`src/rtl/mkd_pkg.sv`:
```
// ----------------------------------------------------------------------------
// mkd_pkg: shared types and constants of the keypad debounce event queue
// Command codes, sequencer states, per-key state and push request structs.
// ----------------------------------------------------------------------------
package mkd_pkg;

    localparam int NUM_KEYS = 12;
    localparam int KEY_W    = 4;
    localparam logic [KEY_W-1:0] LAST_KEY = KEY_W'(NUM_KEYS - 1);

    localparam int FILTER_RESET_VAL = 5;
    localparam logic [6:0] FILTER_RESET = 7'(FILTER_RESET_VAL);
    localparam logic [7:0] COUNT_RESET  = 8'(FILTER_RESET_VAL / 2);

    localparam logic [2:0] CMD_SCAN      = 3'd0;
    localparam logic [2:0] CMD_POP_PRI   = 3'd1;
    localparam logic [2:0] CMD_POP_SEC   = 3'd2;
    localparam logic [2:0] CMD_CLEAR_PRI = 3'd3;
    localparam logic [2:0] CMD_PUSH      = 3'd4;
    localparam logic [2:0] CMD_SET_KEY   = 3'd5;

    localparam logic [1:0] LAST_COL = 2'd2;

    typedef enum logic [2:0] {
        ST_IDLE,
        ST_EXEC,
        ST_SCAN,
        ST_PUSH2,
        ST_POP_DATA,
        ST_FINISH
    } state_t;

    typedef struct packed {
        logic [7:0]  count;
        logic        pressed;
        logic [15:0] long_cnt;
        logic [7:0]  rep_cnt;
    } key_state_t;

    typedef struct packed {
        logic       first_en;
        logic [7:0] first_code;
        logic       second_en;
        logic [7:0] second_code;
    } key_push_t;

endpackage

```
`src/rtl/mkd_if.sv`:
```
// ----------------------------------------------------------------------------
// mkd_if: valid/ready channels of the keypad debounce event queue
// Command channel toward the block and result channel out of it.
// ----------------------------------------------------------------------------
interface mkd_req_if;
    logic        valid;
    logic        ready;
    logic [2:0]  command;
    logic [2:0]  row1_columns;
    logic [2:0]  row2_columns;
    logic [2:0]  row3_columns;
    logic [2:0]  row4_columns;
    logic [7:0]  push_code;
    logic [3:0]  key_index;
    logic [15:0] new_long_time;
    logic [7:0]  new_repeat_period;

    modport source (
        output valid, command, row1_columns, row2_columns, row3_columns,
               row4_columns, push_code, key_index, new_long_time, new_repeat_period,
        input  ready
    );
    modport sink (
        input  valid, command, row1_columns, row2_columns, row3_columns,
               row4_columns, push_code, key_index, new_long_time, new_repeat_period,
        output ready
    );
endinterface

interface mkd_rsp_if;
    logic        valid;
    logic        ready;
    logic [7:0]  event_code;
    logic        event_valid;
    logic [11:0] pressed_map;

    modport source (
        output valid, event_code, event_valid, pressed_map,
        input  ready
    );
    modport sink (
        input  valid, event_code, event_valid, pressed_map,
        output ready
    );
endinterface

```
`src/rtl/matrix_key_debounce_event_fifo_unit.sv`:
```
// ----------------------------------------------------------------------------
// matrix_key_debounce_event_fifo_unit: 4x3 keypad debounce with event queue
// Debounces twelve keys, detects press, release, long press and auto-repeat,
// and queues event codes in a ring read through two independent pointers.
//
// req carries one command per transaction; rsp returns one result per
// command: the popped code, its valid flag and the debounced pressed map.
// cfg_we/cfg_wdata write the debounce filter time (reset value 5).
// The block takes one command at a time. A scan tick walks the keys one per
// cycle through a single key update unit, pausing in a second push state
// for each key that pushes two codes, since the queue RAM has one write
// port. A pop reads the registered RAM output in a data state, which an
// empty queue skips.
// A result waits in the output register while rsp stalls; the next command
// is still accepted and runs, then holds until that register frees up.
// Reset clears keys and pointers and restores the per-key settings at once;
// queue entries are left as they are and are only read after being written.
// ----------------------------------------------------------------------------
module matrix_key_debounce_event_fifo_unit #(
    parameter int          QUEUE_DEPTH       = 16,
    parameter logic [15:0] DEFAULT_LONG_TIME = 16'd100
) (
    input  logic        clk,
    input  logic        rst_n,
    input  logic        cfg_we,
    input  logic [6:0]  cfg_wdata,
    mkd_req_if.sink     req,
    mkd_rsp_if.source   rsp
);
    import mkd_pkg::*;

    localparam int PTR_W = $clog2(QUEUE_DEPTH);
    localparam logic [PTR_W-1:0] PTR_LAST = PTR_W'(QUEUE_DEPTH - 1);

    function automatic logic [PTR_W-1:0] ptr_step(input logic [PTR_W-1:0] p);
        ptr_step = (p == PTR_LAST) ? '0 : p + PTR_W'(1);
    endfunction

    state_t      state_reg, state_next;
    logic [6:0]  filter_reg;
    logic [2:0]  cmd_reg;
    logic [2:0]  rows_reg [4];
    logic [7:0]  push_code_reg;
    logic [3:0]  key_index_reg;
    logic [15:0] long_in_reg;
    logic [7:0]  period_in_reg;

    logic [7:0]  count_reg     [NUM_KEYS];
    logic [NUM_KEYS-1:0] pressed_reg;
    logic [15:0] long_cnt_reg  [NUM_KEYS];
    logic [7:0]  rep_cnt_reg   [NUM_KEYS];
    logic [15:0] long_time_reg [NUM_KEYS];
    logic [7:0]  period_reg    [NUM_KEYS];

    logic [KEY_W-1:0] key_cnt_reg, key_cnt_next;
    logic [1:0]  row_reg, row_next;
    logic [1:0]  col_reg, col_next;

    logic [PTR_W-1:0] wp_reg, wp_next;
    logic [PTR_W-1:0] rp1_reg, rp1_next;
    logic [PTR_W-1:0] rp2_reg, rp2_next;
    logic [7:0]  pend_code_reg, pend_code_next;
    logic [7:0]  code_reg, code_next;
    logic        flag_reg, flag_next;

    logic        out_valid_reg, out_valid_next;
    logic [7:0]  out_code_reg;
    logic        out_flag_reg;
    logic [11:0] out_map_reg;

    logic        accept;
    logic        down;
    logic        pop_empty;
    logic        set_hit;
    logic        load;
    logic        ram_we;
    logic [7:0]  ram_wdata;
    logic [PTR_W-1:0] ram_raddr;
    logic [7:0]  ram_rdata;
    key_state_t  key_cur;
    key_state_t  key_next;
    key_push_t   key_push;

    assign accept    = req.valid && req.ready;
    assign down      = rows_reg[row_reg] == (3'b001 << col_reg);
    assign ram_raddr = (cmd_reg == CMD_POP_SEC) ? rp2_reg : rp1_reg;
    assign pop_empty = ram_raddr == wp_reg;
    assign set_hit   = (state_reg == ST_EXEC) && (cmd_reg == CMD_SET_KEY)
                       && (key_index_reg <= LAST_KEY);
    assign load      = (state_reg == ST_FINISH) && (!out_valid_reg || rsp.ready);

    assign key_cur.count    = count_reg[key_cnt_reg];
    assign key_cur.pressed  = pressed_reg[key_cnt_reg];
    assign key_cur.long_cnt = long_cnt_reg[key_cnt_reg];
    assign key_cur.rep_cnt  = rep_cnt_reg[key_cnt_reg];

    mkd_key_unit u_key (
        .filter    (filter_reg),
        .down      (down),
        .key_num   (key_cnt_reg),
        .long_time (long_time_reg[key_cnt_reg]),
        .period    (period_reg[key_cnt_reg]),
        .cur       (key_cur),
        .nxt       (key_next),
        .push      (key_push)
    );

    mkd_ram #(
        .WIDTH (8),
        .DEPTH (QUEUE_DEPTH)
    ) u_queue (
        .clk   (clk),
        .we    (ram_we),
        .waddr (wp_reg),
        .wdata (ram_wdata),
        .raddr (ram_raddr),
        .rdata (ram_rdata)
    );

    always_comb
    begin
        state_next = state_reg;
        unique case (state_reg)
            ST_IDLE:
            begin
                if (req.valid)
                begin
                    state_next = ST_EXEC;
                end
            end
            ST_EXEC:
            begin
                case (cmd_reg) inside
                    CMD_SCAN:                 state_next = ST_SCAN;
                    CMD_POP_PRI, CMD_POP_SEC: state_next = pop_empty ? ST_FINISH : ST_POP_DATA;
                    default:                  state_next = ST_FINISH;
                endcase
            end
            ST_SCAN:
            begin
                if (key_push.second_en)
                begin
                    state_next = ST_PUSH2;
                end
                else if (key_cnt_reg == LAST_KEY)
                begin
                    state_next = ST_FINISH;
                end
            end
            ST_PUSH2:
            begin
                state_next = (key_cnt_reg == '0) ? ST_FINISH : ST_SCAN;
            end
            ST_POP_DATA:
            begin
                state_next = ST_FINISH;
            end
            ST_FINISH:
            begin
                if (load)
                begin
                    state_next = ST_IDLE;
                end
            end
            default:
            begin
                state_next = ST_IDLE;
            end
        endcase
    end

    always_comb
    begin
        req.ready = 1'b0;
        ram_we    = 1'b0;
        ram_wdata = push_code_reg;
        unique case (state_reg)
            ST_IDLE:
            begin
                req.ready = 1'b1;
            end
            ST_EXEC:
            begin
                ram_we = cmd_reg == CMD_PUSH;
            end
            ST_SCAN:
            begin
                ram_we    = key_push.first_en;
                ram_wdata = key_push.first_code;
            end
            ST_PUSH2:
            begin
                ram_we    = 1'b1;
                ram_wdata = pend_code_reg;
            end
            default:
            begin
                ram_we = 1'b0;
            end
        endcase
    end

    always_comb
    begin
        key_cnt_next   = key_cnt_reg;
        row_next       = row_reg;
        col_next       = col_reg;
        rp1_next       = rp1_reg;
        rp2_next       = rp2_reg;
        pend_code_next = pend_code_reg;
        code_next      = code_reg;
        flag_next      = flag_reg;
        wp_next        = ram_we ? ptr_step(wp_reg) : wp_reg;

        if (state_reg == ST_EXEC)
        begin
            key_cnt_next = '0;
            row_next     = 2'd0;
            col_next     = 2'd0;
            code_next    = 8'd0;
            flag_next    = 1'b0;
            if (cmd_reg == CMD_CLEAR_PRI)
            begin
                rp1_next = wp_reg;
            end
        end

        if (state_reg == ST_SCAN)
        begin
            pend_code_next = key_push.second_code;
            if (key_cnt_reg == LAST_KEY)
            begin
                key_cnt_next = '0;
                row_next     = 2'd0;
                col_next     = 2'd0;
            end
            else
            begin
                key_cnt_next = key_cnt_reg + KEY_W'(1);
                if (col_reg == LAST_COL)
                begin
                    col_next = 2'd0;
                    row_next = row_reg + 2'd1;
                end
                else
                begin
                    col_next = col_reg + 2'd1;
                end
            end
        end

        if (state_reg == ST_POP_DATA)
        begin
            code_next = ram_rdata;
            flag_next = 1'b1;
            if (cmd_reg == CMD_POP_SEC)
            begin
                rp2_next = ptr_step(rp2_reg);
            end
            else
            begin
                rp1_next = ptr_step(rp1_reg);
            end
        end

        out_valid_next = load ? 1'b1 : (rsp.ready ? 1'b0 : out_valid_reg);
    end

    always_ff @(posedge clk or negedge rst_n)
    begin
        if (!rst_n)
        begin
            state_reg     <= ST_IDLE;
            filter_reg    <= FILTER_RESET;
            key_cnt_reg   <= '0;
            row_reg       <= 2'd0;
            col_reg       <= 2'd0;
            wp_reg        <= '0;
            rp1_reg       <= '0;
            rp2_reg       <= '0;
            out_valid_reg <= 1'b0;
            pressed_reg   <= '0;
            for (int k = 0; k < NUM_KEYS; k++)
            begin
                count_reg[k]     <= COUNT_RESET;
                long_cnt_reg[k]  <= 16'd0;
                rep_cnt_reg[k]   <= 8'd0;
                long_time_reg[k] <= DEFAULT_LONG_TIME;
                period_reg[k]    <= 8'd0;
            end
        end
        else
        begin
            state_reg     <= state_next;
            key_cnt_reg   <= key_cnt_next;
            row_reg       <= row_next;
            col_reg       <= col_next;
            wp_reg        <= wp_next;
            rp1_reg       <= rp1_next;
            rp2_reg       <= rp2_next;
            out_valid_reg <= out_valid_next;
            if (cfg_we)
            begin
                filter_reg <= cfg_wdata;
            end
            for (int k = 0; k < NUM_KEYS; k++)
            begin
                if ((state_reg == ST_SCAN) && (key_cnt_reg == KEY_W'(k)))
                begin
                    count_reg[k]    <= key_next.count;
                    pressed_reg[k]  <= key_next.pressed;
                    long_cnt_reg[k] <= key_next.long_cnt;
                    rep_cnt_reg[k]  <= key_next.rep_cnt;
                end
                if (set_hit && (key_index_reg == KEY_W'(k)))
                begin
                    long_time_reg[k] <= long_in_reg;
                    period_reg[k]    <= period_in_reg;
                    rep_cnt_reg[k]   <= 8'd0;
                end
            end
        end
    end

    always_ff @(posedge clk)
    begin
        pend_code_reg <= pend_code_next;
        code_reg      <= code_next;
        flag_reg      <= flag_next;
        if (accept)
        begin
            cmd_reg       <= req.command;
            rows_reg[0]   <= req.row1_columns;
            rows_reg[1]   <= req.row2_columns;
            rows_reg[2]   <= req.row3_columns;
            rows_reg[3]   <= req.row4_columns;
            push_code_reg <= req.push_code;
            key_index_reg <= req.key_index;
            long_in_reg   <= req.new_long_time;
            period_in_reg <= req.new_repeat_period;
        end
        if (load)
        begin
            out_code_reg <= code_reg;
            out_flag_reg <= flag_reg;
            out_map_reg  <= pressed_reg;
        end
    end

    assign rsp.valid       = out_valid_reg;
    assign rsp.event_code  = out_code_reg;
    assign rsp.event_valid = out_flag_reg;
    assign rsp.pressed_map = out_map_reg;

    a_busy_after_accept: assert property (@(posedge clk) disable iff (!rst_n)
        accept |=> !req.ready)
        else $error("command accepted while previous one in flight");

    a_push2_from_scan: assert property (@(posedge clk) disable iff (!rst_n)
        (state_reg == ST_PUSH2) |-> ($past(state_reg) == ST_SCAN))
        else $error("second push outside key scan");

    a_hold_on_stall: assert property (@(posedge clk) disable iff (!rst_n)
        ((state_reg == ST_FINISH) && out_valid_reg && !rsp.ready) |=>
        ((state_reg == ST_FINISH) && out_valid_reg))
        else $error("result overwrote a pending transaction");

    a_key_range: assert property (@(posedge clk) disable iff (!rst_n)
        (key_cnt_reg <= LAST_KEY) && (col_reg <= LAST_COL))
        else $error("key sequencer out of range");

endmodule

```
`src/rtl/mkd_ram.sv`:
```
// ----------------------------------------------------------------------------
// mkd_ram: generic single-write, single-read RAM
// One write port, one read port with registered read data.
// ----------------------------------------------------------------------------
module mkd_ram #(
    parameter int WIDTH = 8,
    parameter int DEPTH = 16
) (
    input  logic                     clk,
    input  logic                     we,
    input  logic [$clog2(DEPTH)-1:0] waddr,
    input  logic [WIDTH-1:0]         wdata,
    input  logic [$clog2(DEPTH)-1:0] raddr,
    output logic [WIDTH-1:0]         rdata
);

    logic [WIDTH-1:0] mem_reg [DEPTH];
    logic [WIDTH-1:0] rdata_reg;

    always_ff @(posedge clk)
    begin
        if (we)
        begin
            mem_reg[waddr] <= wdata;
        end
        rdata_reg <= mem_reg[raddr];
    end

    assign rdata = rdata_reg;

endmodule

```
`src/rtl/mkd_key_unit.sv`:
```
// ----------------------------------------------------------------------------
// mkd_key_unit: shared one-key debounce and timing update
// Given one key's state and reading, forms its next state and queue pushes.
// ----------------------------------------------------------------------------
module mkd_key_unit (
    input  logic [6:0]          filter,
    input  logic                down,
    input  logic [3:0]          key_num,
    input  logic [15:0]         long_time,
    input  logic [7:0]          period,
    input  mkd_pkg::key_state_t cur,
    output mkd_pkg::key_state_t nxt,
    output mkd_pkg::key_push_t  push
);
    import mkd_pkg::*;

    logic [7:0]  f8;
    logic [7:0]  twof;
    logic [7:0]  base;
    logic [15:0] long_plus;
    logic [7:0]  rep_plus;
    logic        press_push;
    logic        other_push;
    logic [7:0]  other_code;

    assign f8        = {1'b0, filter};
    assign twof      = {filter, 1'b0};
    assign base      = {3'b000, key_num, 1'b0} + {4'b0000, key_num};
    assign long_plus = cur.long_cnt + 16'd1;
    assign rep_plus  = cur.rep_cnt + 8'd1;

    always_comb
    begin
        nxt        = cur;
        press_push = 1'b0;
        other_push = 1'b0;
        other_code = base + 8'd1;
        if (down)
        begin
            if (cur.count < f8)
            begin
                nxt.count = f8;
            end
            else if (cur.count < twof)
            begin
                nxt.count = cur.count + 8'd1;
            end
            else
            begin
                if (!cur.pressed)
                begin
                    nxt.pressed = 1'b1;
                    press_push  = 1'b1;
                end
                if (long_time != 16'd0)
                begin
                    if (cur.long_cnt < long_time)
                    begin
                        nxt.long_cnt = long_plus;
                        if (long_plus == long_time)
                        begin
                            other_push = 1'b1;
                            other_code = base + 8'd3;
                        end
                    end
                    else if (period != 8'd0)
                    begin
                        nxt.rep_cnt = rep_plus;
                        if (rep_plus >= period)
                        begin
                            nxt.rep_cnt = 8'd0;
                            other_push  = 1'b1;
                        end
                    end
                end
            end
        end
        else
        begin
            if (cur.count > f8)
            begin
                nxt.count = f8;
            end
            else if (cur.count != 8'd0)
            begin
                nxt.count = cur.count - 8'd1;
            end
            else if (cur.pressed)
            begin
                nxt.pressed = 1'b0;
                other_push  = 1'b1;
                other_code  = base + 8'd2;
            end
            nxt.long_cnt = 16'd0;
            nxt.rep_cnt  = 8'd0;
        end
    end

    always_comb
    begin
        push.first_en    = press_push || other_push;
        push.first_code  = press_push ? (base + 8'd1) : other_code;
        push.second_en   = press_push && other_push;
        push.second_code = other_code;
    end

endmodule
```
`src/flat_wrapper.sv`:
```
// flat-port wrapper written by rule: the top's interface ports become plain ports
module matrix_key_debounce_event_fifo_unit_flat import mkd_pkg::*;
#(
    parameter int          QUEUE_DEPTH       = 16,
    parameter logic [15:0] DEFAULT_LONG_TIME = 16'd100
)
  (clk, rst_n, cfg_we, cfg_wdata, req_valid, req_command, req_row1_columns, req_row2_columns, req_row3_columns, req_row4_columns, req_push_code, req_key_index, req_new_long_time, req_new_repeat_period, req_ready, rsp_valid, rsp_event_code, rsp_event_valid, rsp_pressed_map, rsp_ready);
  mkd_req_if req_i ();
  mkd_rsp_if rsp_i ();
  input  logic clk;
  input  logic rst_n;
  input  logic cfg_we;
  input  logic [6:0] cfg_wdata;
  input wire logic [$bits(req_i.valid)-1:0] req_valid;
  input wire logic [$bits(req_i.command)-1:0] req_command;
  input wire logic [$bits(req_i.row1_columns)-1:0] req_row1_columns;
  input wire logic [$bits(req_i.row2_columns)-1:0] req_row2_columns;
  input wire logic [$bits(req_i.row3_columns)-1:0] req_row3_columns;
  input wire logic [$bits(req_i.row4_columns)-1:0] req_row4_columns;
  input wire logic [$bits(req_i.push_code)-1:0] req_push_code;
  input wire logic [$bits(req_i.key_index)-1:0] req_key_index;
  input wire logic [$bits(req_i.new_long_time)-1:0] req_new_long_time;
  input wire logic [$bits(req_i.new_repeat_period)-1:0] req_new_repeat_period;
  output wire logic [$bits(req_i.ready)-1:0] req_ready;
  output wire logic [$bits(rsp_i.valid)-1:0] rsp_valid;
  output wire logic [$bits(rsp_i.event_code)-1:0] rsp_event_code;
  output wire logic [$bits(rsp_i.event_valid)-1:0] rsp_event_valid;
  output wire logic [$bits(rsp_i.pressed_map)-1:0] rsp_pressed_map;
  input wire logic [$bits(rsp_i.ready)-1:0] rsp_ready;
  assign req_i.valid = req_valid;
  assign req_i.command = req_command;
  assign req_i.row1_columns = req_row1_columns;
  assign req_i.row2_columns = req_row2_columns;
  assign req_i.row3_columns = req_row3_columns;
  assign req_i.row4_columns = req_row4_columns;
  assign req_i.push_code = req_push_code;
  assign req_i.key_index = req_key_index;
  assign req_i.new_long_time = req_new_long_time;
  assign req_i.new_repeat_period = req_new_repeat_period;
  assign req_ready = req_i.ready;
  assign rsp_valid = rsp_i.valid;
  assign rsp_event_code = rsp_i.event_code;
  assign rsp_event_valid = rsp_i.event_valid;
  assign rsp_pressed_map = rsp_i.pressed_map;
  assign rsp_i.ready = rsp_ready;
  matrix_key_debounce_event_fifo_unit #(.QUEUE_DEPTH(QUEUE_DEPTH), .DEFAULT_LONG_TIME(DEFAULT_LONG_TIME)) u_core (.clk(clk), .rst_n(rst_n), .cfg_we(cfg_we), .cfg_wdata(cfg_wdata), .req(req_i), .rsp(rsp_i));
endmodule
```
`config.mk`:
```
export PLATFORM = sky130hd
export DESIGN_NAME = matrix_key_debounce_event_fifo_unit_flat
export DESIGN_NICKNAME = d
export VERILOG_FILES = /design/src/rtl/mkd_pkg.sv /design/src/rtl/mkd_if.sv /design/src/rtl/matrix_key_debounce_event_fifo_unit.sv /design/src/rtl/mkd_ram.sv /design/src/rtl/mkd_key_unit.sv /design/src/flat_wrapper.sv
export SDC_FILE = /design/constraint.sdc
export NUM_CORES = 2
export LEC_CHECK = 0
export BUFFER_PORTS_ARGS = -buffer_cell sky130_fd_sc_hd__buf_2
export CAP_MARGIN = 20
export CORE_ASPECT_RATIO = 1.5
export CORE_UTILIZATION = 28
export DETAILED_ROUTE_END_ITERATION = 16
export GPL_TIMING_DRIVEN = 0
export PLACE_DENSITY_LB_ADDON = 0.2
export SLEW_MARGIN = 20
export SYNTH_ARGS = -nofsm -noshare
export SYNTH_HDL_FRONTEND = slang
export SYNTH_HIERARCHICAL = 1
export SYNTH_SLANG_ARGS = --single-unit
```
`constraint.sdc`:
```
create_clock -name clk -period 9.5 [get_ports clk]
set_input_delay 0.95 -clock clk [delete_from_list [all_inputs] [get_ports clk]]
set_output_delay 0.95 -clock clk [all_outputs]
set_load 0.05 [all_outputs]
```
=== Yosys cells after proc, flatten, opt, wreduce, memory -nomap -nowiden ===
Memories as Yosys holds them, arrays and structs flattened. A register that Yosys moved wholly into a read port is not among the register bits.
Cells that the tools add are included.

* Bitwise logic cells: 1
* Reductions and logical operators: 57
* Equality and inequality tests: 42
* Add/subtract/negate cells: 14
* Mux-type cells: 119
* Shift operators: 1
* Div/mod/pow operators: 0
* Order comparisons: 8
* Multipliers: 0

{| class="wikitable"
|+ Operator list
! kind !! number
|-
| 2-to-1 mux 8 bit || 49
|-
| binary-select mux 16 bit (select 4 bit) || 2
|-
| binary-select mux 8 bit (select 4 bit) || 3
|-
| 2-to-1 mux 16 bit || 5
|-
| 2-to-1 mux 25 bit || 2
|-
| == test 4 bit (second input constant) || 11
|-
| 2-to-1 mux 4 bit || 11
|-
| 2-to-1 mux 33 bit || 1
|-
| == test 4 x 3 -> 1 bit (second input constant) || 8
|-
| nonzero test 2 bit || 15
|-
| logical AND 1 bit || 29
|-
| 2-to-1 mux 1 bit || 26
|-
| adder 8 x 1 -> 8 bit (second input constant) || 3
|-
| 2-to-1 mux 24 bit || 1
|-
| 2-to-1 mux 3 bit || 7
|-
| case mux 3 bit (6 select lines) || 1
|-
| adder 16 x 1 -> 16 bit (second input constant) || 1
|-
| adder 4 x 1 -> 4 bit (second input constant) || 4
|-
| adder 8 x 2 -> 8 bit (second input constant) || 2
|-
| == test 16 bit || 1
|-
| == test 4 x 2 -> 1 bit (second input constant) || 4
|-
| < comparator 16 bit || 1
|-
| 2-to-1 mux 2 bit || 8
|-
| case mux 8 bit (2 select lines) || 1
|-
| other kinds (33) || 46
|}

* Latch bits: 0
* Output and inout bits: 23
* Input port bits: 63
* Memories kept: 2
* Bits in read-only memories: 0
* Bits in writable memories: 140
* Register bits: 792

{| class="wikitable"
|+ Memory list
! memory !! depth !! bits a word !! read ports !! clocked after memory_dff !! write ports !! RTL line !! RTL
|-
| u_core.u_queue.mem_reg || 16 || 8 || 1 || 1 || 1 || mkd_ram.sv:17 || <nowiki>logic [WIDTH-1:0] mem_reg [DEPTH];</nowiki>
|-
| u_core.rows_reg || 4 || 3 || 1 || 0 || 4 || matrix_key_debounce_event_fifo_unit.sv:42 || <nowiki>logic [2:0] rows_reg [4];</nowiki>
|}

=== Longest topological paths before layout ===
* Word-level depth: 17
* Gate-level depth with buffers: 22
* Gate-level depth less buffers: 18

=== By module ===
Netlist, hierarchy kept.

{| class="wikitable"
|+ By module, submodules not included
! module !! area an instance (sq um) !! sequential area each (sq um) !! instances !! cells each
|-
| matrix_key_debounce_event_fifo_unit || 35953.2 || 20617.3 || 1 || 3112
|-
| mkd_ram || 5147.4 || 4003.8 || 1 || 229
|-
| mkd_key_unit || 3552.2 || 0.0 || 1 || 529
|}

=== Least setup slack after synthesis ===
No wires, ideal clock.

* Path type: register to register
* Start point: register u_core.key_cnt_reg[0]
* End point: memory u_core.u_queue.mem_reg[0][0] (enable)
* Data arrival time: 5.595 ns
* Setup slack: 3.522 ns
* Setup time: 0.383 ns
* Data required time: 9.117 ns
* Cell stages (with the launch flop): 19
* Cells stage by stage: dfrtp_1 > clkbuf_1 > clkbuf_1 > buf_1 > mux4_2 > mux2i_1 > o21ai_0 > nand4_2 > nor4_1 > xnor2_1 > a2111oi_2 > and4_1 > nand2_1 > o22a_1 > o221ai_1 > nor2_1 > o32ai_1 > or3b_2 > nor3_1

{| class="wikitable"
|+ RTL lines
! item !! RTL line !! RTL
|-
| start: declaration || matrix_key_debounce_event_fifo_unit.sv:55 || <nowiki>logic [KEY_W-1:0] key_cnt_reg, key_cnt_next;</nowiki>
|-
| start signal: assignment || matrix_key_debounce_event_fifo_unit.sv:295 || <nowiki>key_cnt_reg <= key_cnt_next;</nowiki>
|-
| end: declaration || mkd_ram.sv:17 ||
|}

==> metrics.md <==
| Metric | Value |
|---|---|
| Outcome | finished, final reports clean |
| CP endpoint kind | flip-flop |
| PortBufs | 84 |
| Commonest non-fill, non-tap cell in the layout | nand2_1 |
| Slew @ Worst Pin | 1227 ps |
| Final Wtd Congestion | 0.8951 |
| PD cells | 246.9 nW/um^2 |
| Seq/Total Area, Yosys | 55.14% |
| Unique masters post-synth | 93 |
| Number of global-route vias before repair | 31530 |
| Tcrit/Tclk final | 87.01% |
| Die area | 161100 um^2 |
| Num rows | 179 |
| Sequential power share | 40.1% |
| Worst hold path class | in -> async |
| Routed WL per cell | 22.77 um |
| CP arrival | 8620 ps |
| Clk Latency, worst-skew pair | 730 ps |
| Tmin final | 8266 ps |
| Crit path max fanout | 10 |
| Max cap viols | 0 |
| Share of async-settable or async-resettable flops after synthesis | 76.06% |
| Nets | 4193 |
| Sw Share | 33.40% |
| CTS HTree Levels | 3 |
| Total track usage | 17.82% |
| Layout Area Growth over Synthesis | 15.29% |
| Most frequent cells in the layout | nand2_1 (1243), dfrtp_1 (665), mux2_2 (276) |
| Initial Util | 28.16% |
| Hpwl dp | 103900 um |
| Fillcell total | 16120 |
| Setup Buffers After CTS | 0 |
| Die Y | 491.1 um |
| Detail Route Antenna Nets | 0 |
| Clock Power Share | 31.9% |
| Share of layout cells above drive strength 1 | 22.76% |
| Critical Path Source Type | flip-flop |
| Logic pwr share | 28.0% |
| Hold_buf cts | 0 |
| Root buf cell | clkbuf_16 |
| Cell Int Power | 8.463 mW |
| Skew final | 46.80 ps |
| # IOs | 86 |
| Hold Violations, Final | 0 |
| Switch Pwr | 4.245 mW |
| DRT iter0 DRCs | 2004 |
| Number of antenna violations at the first check in global routing | 4 |
| Pleak | 22.46 nW |
| Required @ worst endpoint | 9860 ps |
| TritonCTS buffer count | 95 |
| DR DRC count | 0 |
| Placed instance area | 48110 um^2 |
| Post-CTS resize count | 0 |
| RSZ-0062 raised after global routing | false |
| WS Path Type | reg -> reg |
| FF+latch count, synth | 940 |
| TNS Setup | 0 ps |
| Core Area | 158600 um^2 |
| Relative slew slack | 17.31% |
| Clk pin slew, worst setup/hold paths | 60 ps |
| Mapped Cells | 3870 |
| Post-DR vias/cell | 4.840 |
| Bufs on Longest Clock Path | 3 |
| First-pass GRT wire length | 213000 um |
| Final instance area | 51480 um^2 |
| Post-synth EDFFs | 216 |
| Clock sinks | 940 |
| Post-Syn Area per Cell | 11.54 um^2 |
| Slew Viols, Final | 0 |
| DRT Pass-1 Iters | 7 |
| Yosys warns | 6 |
| CTS tree | yes |
| Syn Std Cell Area | 44650 um^2 |
| Maximum clock frequency | 0.1210 GHz |
| Final setup fails | 0 |
| Synth Flop Type | dfrtp_1 |
| Peak supply drop | 0.2082 mV |
| WL final | 141900 um |
| Die Width | 328.1 um |
| Via count | 30180 |
| Overflow after GRT | 0 |
| Pin count of the biggest net entering global routing | 92 |
[worst max-delay path, stage by stage, from the launching register on]
cell and delay [ps]:
dfrtp_1 480, clkbuf_1 570, clkbuf_1 740, buf_2 530, mux4_2 330, mux2i_1 90, o21ai_1 670, ha_1 370
nand4_2 290, nor4_1 450, xnor2_1 130, a2111oi_2 320, and4_1 470, nand2_1 220, o22a_1 240, o221ai_1 250
nor2_1 110, o32ai_2 390, or3b_2 560, nor2_1 660
[routing by layer]
layer	GRT usage [%]	wire length, um
met1	20.57	55010
met3	2.119	5327
met2	32.23	74650
met4	8.725	6923
met5	0	23
[worst paths after layout]
check	start	endpoint	slack, ps	depth (start not counted)
worst max-delay path	u_core/key_cnt_reg[0]	u_core/u_queue/mem_reg[3][3]	1230	19
worst min-delay path	rst_n	u_core/period_reg[10]	240	1
worst max register to register	u_core/key_cnt_reg[0]	u_core/u_queue/mem_reg[3][3]	1230	19
worst min register to register	u_core/code_reg[5]	u_core/rsp.event_code[5]	420	0
max in group asynchronous	rst_n	u_core/count_reg[89]	6940	5
min in group clk	req_push_code[1]	u_core/push_code_reg[1]	390	1
[power groups by stage]
stage,clock network [mW],registers (mW),logic (mW)
2_1_floorplan,0,5.13,2.32
3_3_place_gp,0,5.18,3.51
3_5_place_dp,0,5.18,3.60
4_1_cts,4.18,5.10,3.61
5_1_grt,4.31,5.17,3.88
6_report,4.05,5.10,3.56
[cells in the mapped netlist (35+ instances only)]
master / n / area, um^2
mux4_2: 192 / 4324
o21ai_0: 111 / 555.5
clkbuf_1: 161 / 604.3
buf_2: 99 / 495.5
edfxtp_1: 216 / 6486
nor2_1: 89 / 334.1
mux2i_1: 76 / 760.7
nand2_1: 1243 / 4666
inv_1: 53 / 198.9
nor3_1: 35 / 175.2
dfrtp_1: 665 / 16640
dfstp_2: 50 / 1314
a21oi_1: 129 / 645.6
xnor2_1: 40 / 350.3
mux2_2: 276 / 3108
ha_1: 58 / 725.7
[per-stage QoR]
step / instances / util, % / hold slack, ps / setup WS (ps) / power (mW)
CTS: 6232 / 32.46 / 233.7 / 935.6 / 12.89
global route: 6234 / 32.46 / 270.8 / 877.9 / 13.36
global placement: 6036 / 30.07 / 409.9 / -8817 / 8.685
floorplan: 3871 / - / 400.3 / 3522 / 7.449
finish: 6235 / 32.47 / 238.2 / 1234 / 12.71
detailed placement: 6054 / 30.34 / 410.7 / 970.2 / 8.781
[layout make-up]
cell class                      instances  area (um^2)  share of cell area (%)
Tap cell                             2081         2604                   5.058
Buffer                                287         1274                   2.474
Multi-Input combinational cell       2590        18640                   36.20
Clock inverter                         50        651.9                   1.266
Sequential cell                       940        24620                   47.83
Clock buffer                          128         2705                   5.255
Timing Repair Buffer                  103        780.7                   1.517
Antenna cell                            2        5.005                0.009722
Inverter                               54        202.7                  0.3937
[logic make-up after synthesis]
family,after synthesis,share of synthesized area (%)
xor gates and xnor gates,60,1.177
AOI/OAI and AO/OA,354,4.741
other,1,0.008398
muxes,585,19.86
and+or+nand+nor,1530,14.13
adders and majority gates,59,1.670
buffers and inverters,341,3.278
DFF,940,55.14
Power figures use the tool's default switching activity.
